===== src/sv/tehq_ram.sv =====
// ============================================================================
// tehq_ram
// Generic single-write, single-read RAM with registered read data.
// ============================================================================
module tehq_ram #(
    parameter int WIDTH = 8,
    parameter int DEPTH = 64
) (
    input  logic                     i_clk,
    input  logic                     i_we,
    input  logic [$clog2(DEPTH)-1:0] i_waddr,
    input  logic [WIDTH-1:0]         i_wdata,
    input  logic [$clog2(DEPTH)-1:0] i_raddr,
    output logic [WIDTH-1:0]         o_rdata
);
    logic [WIDTH-1:0] r_mem [DEPTH];
    logic [WIDTH-1:0] r_rdata;

    always_ff @(posedge i_clk) begin
        if (i_we) begin
            r_mem[i_waddr] <= i_wdata;
        end
        r_rdata <= r_mem[i_raddr];
    end

    assign o_rdata = r_rdata;
endmodule

===== config.mk =====
export PLATFORM = sky130hd
export DESIGN_NAME = tehq_ram
export DESIGN_NICKNAME = d
export VERILOG_FILES = /design/src/sv/tehq_ram.sv
export SDC_FILE = /design/constraint.sdc
export NUM_CORES = 1
export LEC_CHECK = 0
export BUFFER_PORTS_ARGS = -buffer_cell sky130_fd_sc_hd__buf_2
export CAP_MARGIN = 5
export CORE_ASPECT_RATIO = 1.25
export CORE_MARGIN = 4
export CORE_UTILIZATION = 40
export CTS_BUF_LIST = sky130_fd_sc_hd__clkbuf_8 sky130_fd_sc_hd__clkbuf_16
export CTS_CLUSTER_SIZE = 30
export DETAILED_ROUTE_END_ITERATION = 16
export MAX_ROUTING_LAYER = met4
export PLACE_DENSITY_LB_ADDON = 0.2
export SYNTH_ARGS = -nofsm -noshare
export SYNTH_HDL_FRONTEND = slang
export SYNTH_SLANG_ARGS = --single-unit

===== constraint.sdc =====
create_clock -name i_clk -period 2.3 [get_ports i_clk]
set_clock_uncertainty 0.1 [all_clocks]
set_input_delay 0.115 -clock i_clk [delete_from_list [all_inputs] [get_ports i_clk]]
set_output_delay 0.115 -clock i_clk [all_outputs]
set_load 0.01 [all_outputs]

==> flow_summary.ini <==
[status]
run_status = completed

[setup_path]
rrSetupSlack_ns = 0.21
rr_worst_depth = 6
worstPathRequired_ns = 2.65
endpoint = o_rdata[4]
critPathKind = reg -> reg
startpoint_type = flop
crit_path_end_kind = flop
timing.rr.end = o_rdata[4]
crit_path_max_fanout = 1
cp.arrival_ns = 2.45
startpoint = r_mem[24][4]
r2r_start = r_mem[24][4]

[placement]
gp_congestion = 0.821
dp_hpwl_mm = 32.1
port_buffers = 29
place_area_um2 = 22100

[yosys]
synth_nets = 962
synth_cells = 940
synth_area_leaders = edfxtp_1 76%, mux4_2 14%, nor2_1 1.5%
synthesis.area_um2 = 20200
ys_types = 40
synth_top_area_share_pct = 76.2
ys.warnings.count = 0
avgSynthCellArea_um2 = 21.5
yosysTopAreaCell = edfxtp_1
yosysSeqAreaShare_pct = 77.0
ys_seq_elements = 520

[floorplan]
pin_count = 30
rows = 91
initial_core_util_pct = 40.6
dieArea_um2 = 54100
core_um2 = 49600
die_y_um = 259
fp.dieW_um = 209

[sta]
slew_violations = 0
period_minus_slack_ns = 2.09
fmaxAchievable_ghz = 0.478
setup_viol = 0
hold_viol_final = 0
tightest_slew_ns = 0.685
period_share_pct = 91.0
slew_headroom_pct = 54.3
rsz0062_at_grt = false

[clocking]
cts_tree = built
cts.sinks = 520
cts_made_buffers = 50
root_buffer = clkbuf_16
postCtsSetupBuffers = 0
cts.htree.levels = 2
path_clk_slew_ns = 0.07
cts_buffer_depth = 3
clk_latency_ns = 0.58

[power]
irDropWorstVdd_uv = 481
power_leakage_nw = 7.64
power_mw = 19.2
power_density_nw_per_um2 = 812

[routing]
firstDrtPassIters = 5
drt-initial-drc-count = 743
wirelength_mm = 49.1
drc = 0
dr_wl_met2_mm = 25.3
met3_length_mm = 2.20
wl_per_cell_um = 27.1
topRoutingLayerUsed = met4
postRouteAntennaNets = 0
via_per_inst = 5.48
wirelength_met1_mm = 20.5
vias = 9917

[cells_and_area]
nets = 1138
drive_above_1_share_pct = 33.1
design_area_um2 = 23600
area_growth_pct = 17.2

[min_path]
min_path_type = in -> reg

[global_routing]
antenna_found_initial = 3
grt_max_degree = 43
grt_pass1_wl_mm = 72.2
track_usage_pct = 18.7
grt_pass1_vias = 10500
overflow = 0

[flow_run]
drv_cap = 0
## cell type report
type	count	area, um2
Multi-Input combinational cell	369	4320
Fill cell	4139	26000
Clock buffer	51	1280
Tap cell	651	815
Clock inverter	41	231
Timing Repair Buffer	175	1470
Sequential cell	520	15500
Antenna cell	3	7.51
## synth_stat cells (all sizes together)
cell type	n
a2111oi	2
o32ai	2
o311ai	1
mux2	13
edfxtp	512
buf	34
nor2b	14
o221a	2
mux4	126
a22oi	3
nor4	2
dfxtp	8
clkbuf	17
nand4b	1
o21a	2
o22ai	8
or3	1
a21oi	3
nand2	19
nand3	13
a31oi	1
a221oi	6
nand4	2
o21ai	4
mux2i	23
nand3b	3
nor2	83
o41ai	2
o221ai	8
o2111ai	3
nor3	7
o2bb2ai	3
and2	1
nand2b	7
a211oi	4
## metrics by stage
stage | instances | TNS [ns] | util (%) | hold WS [ns] | setup WS, ns
after detailed placement | 1711 | -0.204 | 44.5 | 0.418 | -0.103
after global routing | 1809 | 0 | 47.6 | 0.0230 | 0.120
final | 1810 | 0 | 47.6 | 0.0104 | 0.208
after floorplan | 940 | 0 | - | 0.114 | 0.417
after CTS | 1807 | 0 | 47.6 | 0.00321 | 0.187
after global placement | 1711 | -0.202 | 44.5 | 0.413 | -0.0923
## registers in the layout, summed over array words and instances, names as in the netlist
signal,count
o_rdata,8
r_mem,512
## power by group
group / internal (mW) / total (mW) / leakage [nW] / switching (mW)
combinational: 0.460 / 1.11 / 2.21 / 0.646
clock: 4.14 / 7.59 / 0.751 / 3.45
sequential: 10.5 / 10.5 / 4.67 / 0.0343
## placed cells by master, fill, tap and decap left out, types with 3 or more instances in the layout
master | synthesis | routed
o22ai_1 | 8 | 8
mux4_2 | 126 | 126
nand2_1 | 19 | 19
clkinv_2 | 0 | 9
diode_2 | 0 | 3
clkinvlp_4 | 0 | 8
o2bb2ai_1 | 3 | 3
nand2b_1 | 7 | 7
nand3b_1 | 3 | 3
nor3_1 | 7 | 7
o221ai_1 | 8 | 8
buf_4 | 13 | 128
edfxtp_1 | 512 | 512
dlygate4sd3_1 | 0 | 4
a22oi_1 | 3 | 3
nor2b_1 | 14 | 14
nor2_1 | 83 | 83
a221oi_1 | 6 | 6
mux2i_1 | 23 | 23
o2111ai_1 | 3 | 3
clkbuf_16 | 0 | 51
a21oi_1 | 3 | 3
nand3_1 | 13 | 13
mux2_2 | 13 | 13
a211oi_1 | 4 | 4
dfxtp_1 | 8 | 8
clkinv_1 | 0 | 13
buf_12 | 2 | 16
inv_1 | 0 | 8
buf_2 | 11 | 26
## logic make-up (layout without fill, tap and decap cells)
family | after synthesis | count (layout) | synth area share [%]
flip-flops | 520 | 520 | 77.0
buffers and inverters | 51 | 267 | 1.57
AND/OR/NAND/NOR | 153 | 153 | 3.39
AO/OA/AOI/OAI | 54 | 54 | 2.07
other | 0 | 3 | 0
multiplexers | 162 | 162 | 15.9
## critical path, cell delays in order, from the launching register on
cell,delay [ns]
edfxtp_1,0.37
mux4_2,0.46
mux2_2,0.28
o221a_2,0.30
nor3_1,0.23
buf_4,0.16
o32ai_1,0.07
## layer usage
layer	up-vias	track usage (%)
met2	244	31.6
met4	0	4.37
li1	4283	-
met3	72	2.86
met5	-	-
met1	5318	24.2
## worst min path at each step
stage	startpoint	to	slack, ns	cells after the start
after floorplan	i_wdata[0]	r_mem[0][0]	0.11	0
after global placement	o_rdata[7]	o_rdata[7]	0.41	1
after detailed placement	o_rdata[7]	o_rdata[7]	0.42	1
after CTS	i_waddr[0]	r_mem[1][4]	0.003	3
after global routing	i_wdata[5]	r_mem[61][5]	0.02	1
final	i_wdata[7]	r_mem[12][7]	0.01	1
## timing repair
action / CTS / global route
hold buffers: 4 / 0
gates resized for setup: 0 / 0
endpoints found under the hold margin: 69 / 0
No activity file was read; power rests on OpenSTA's default activity.
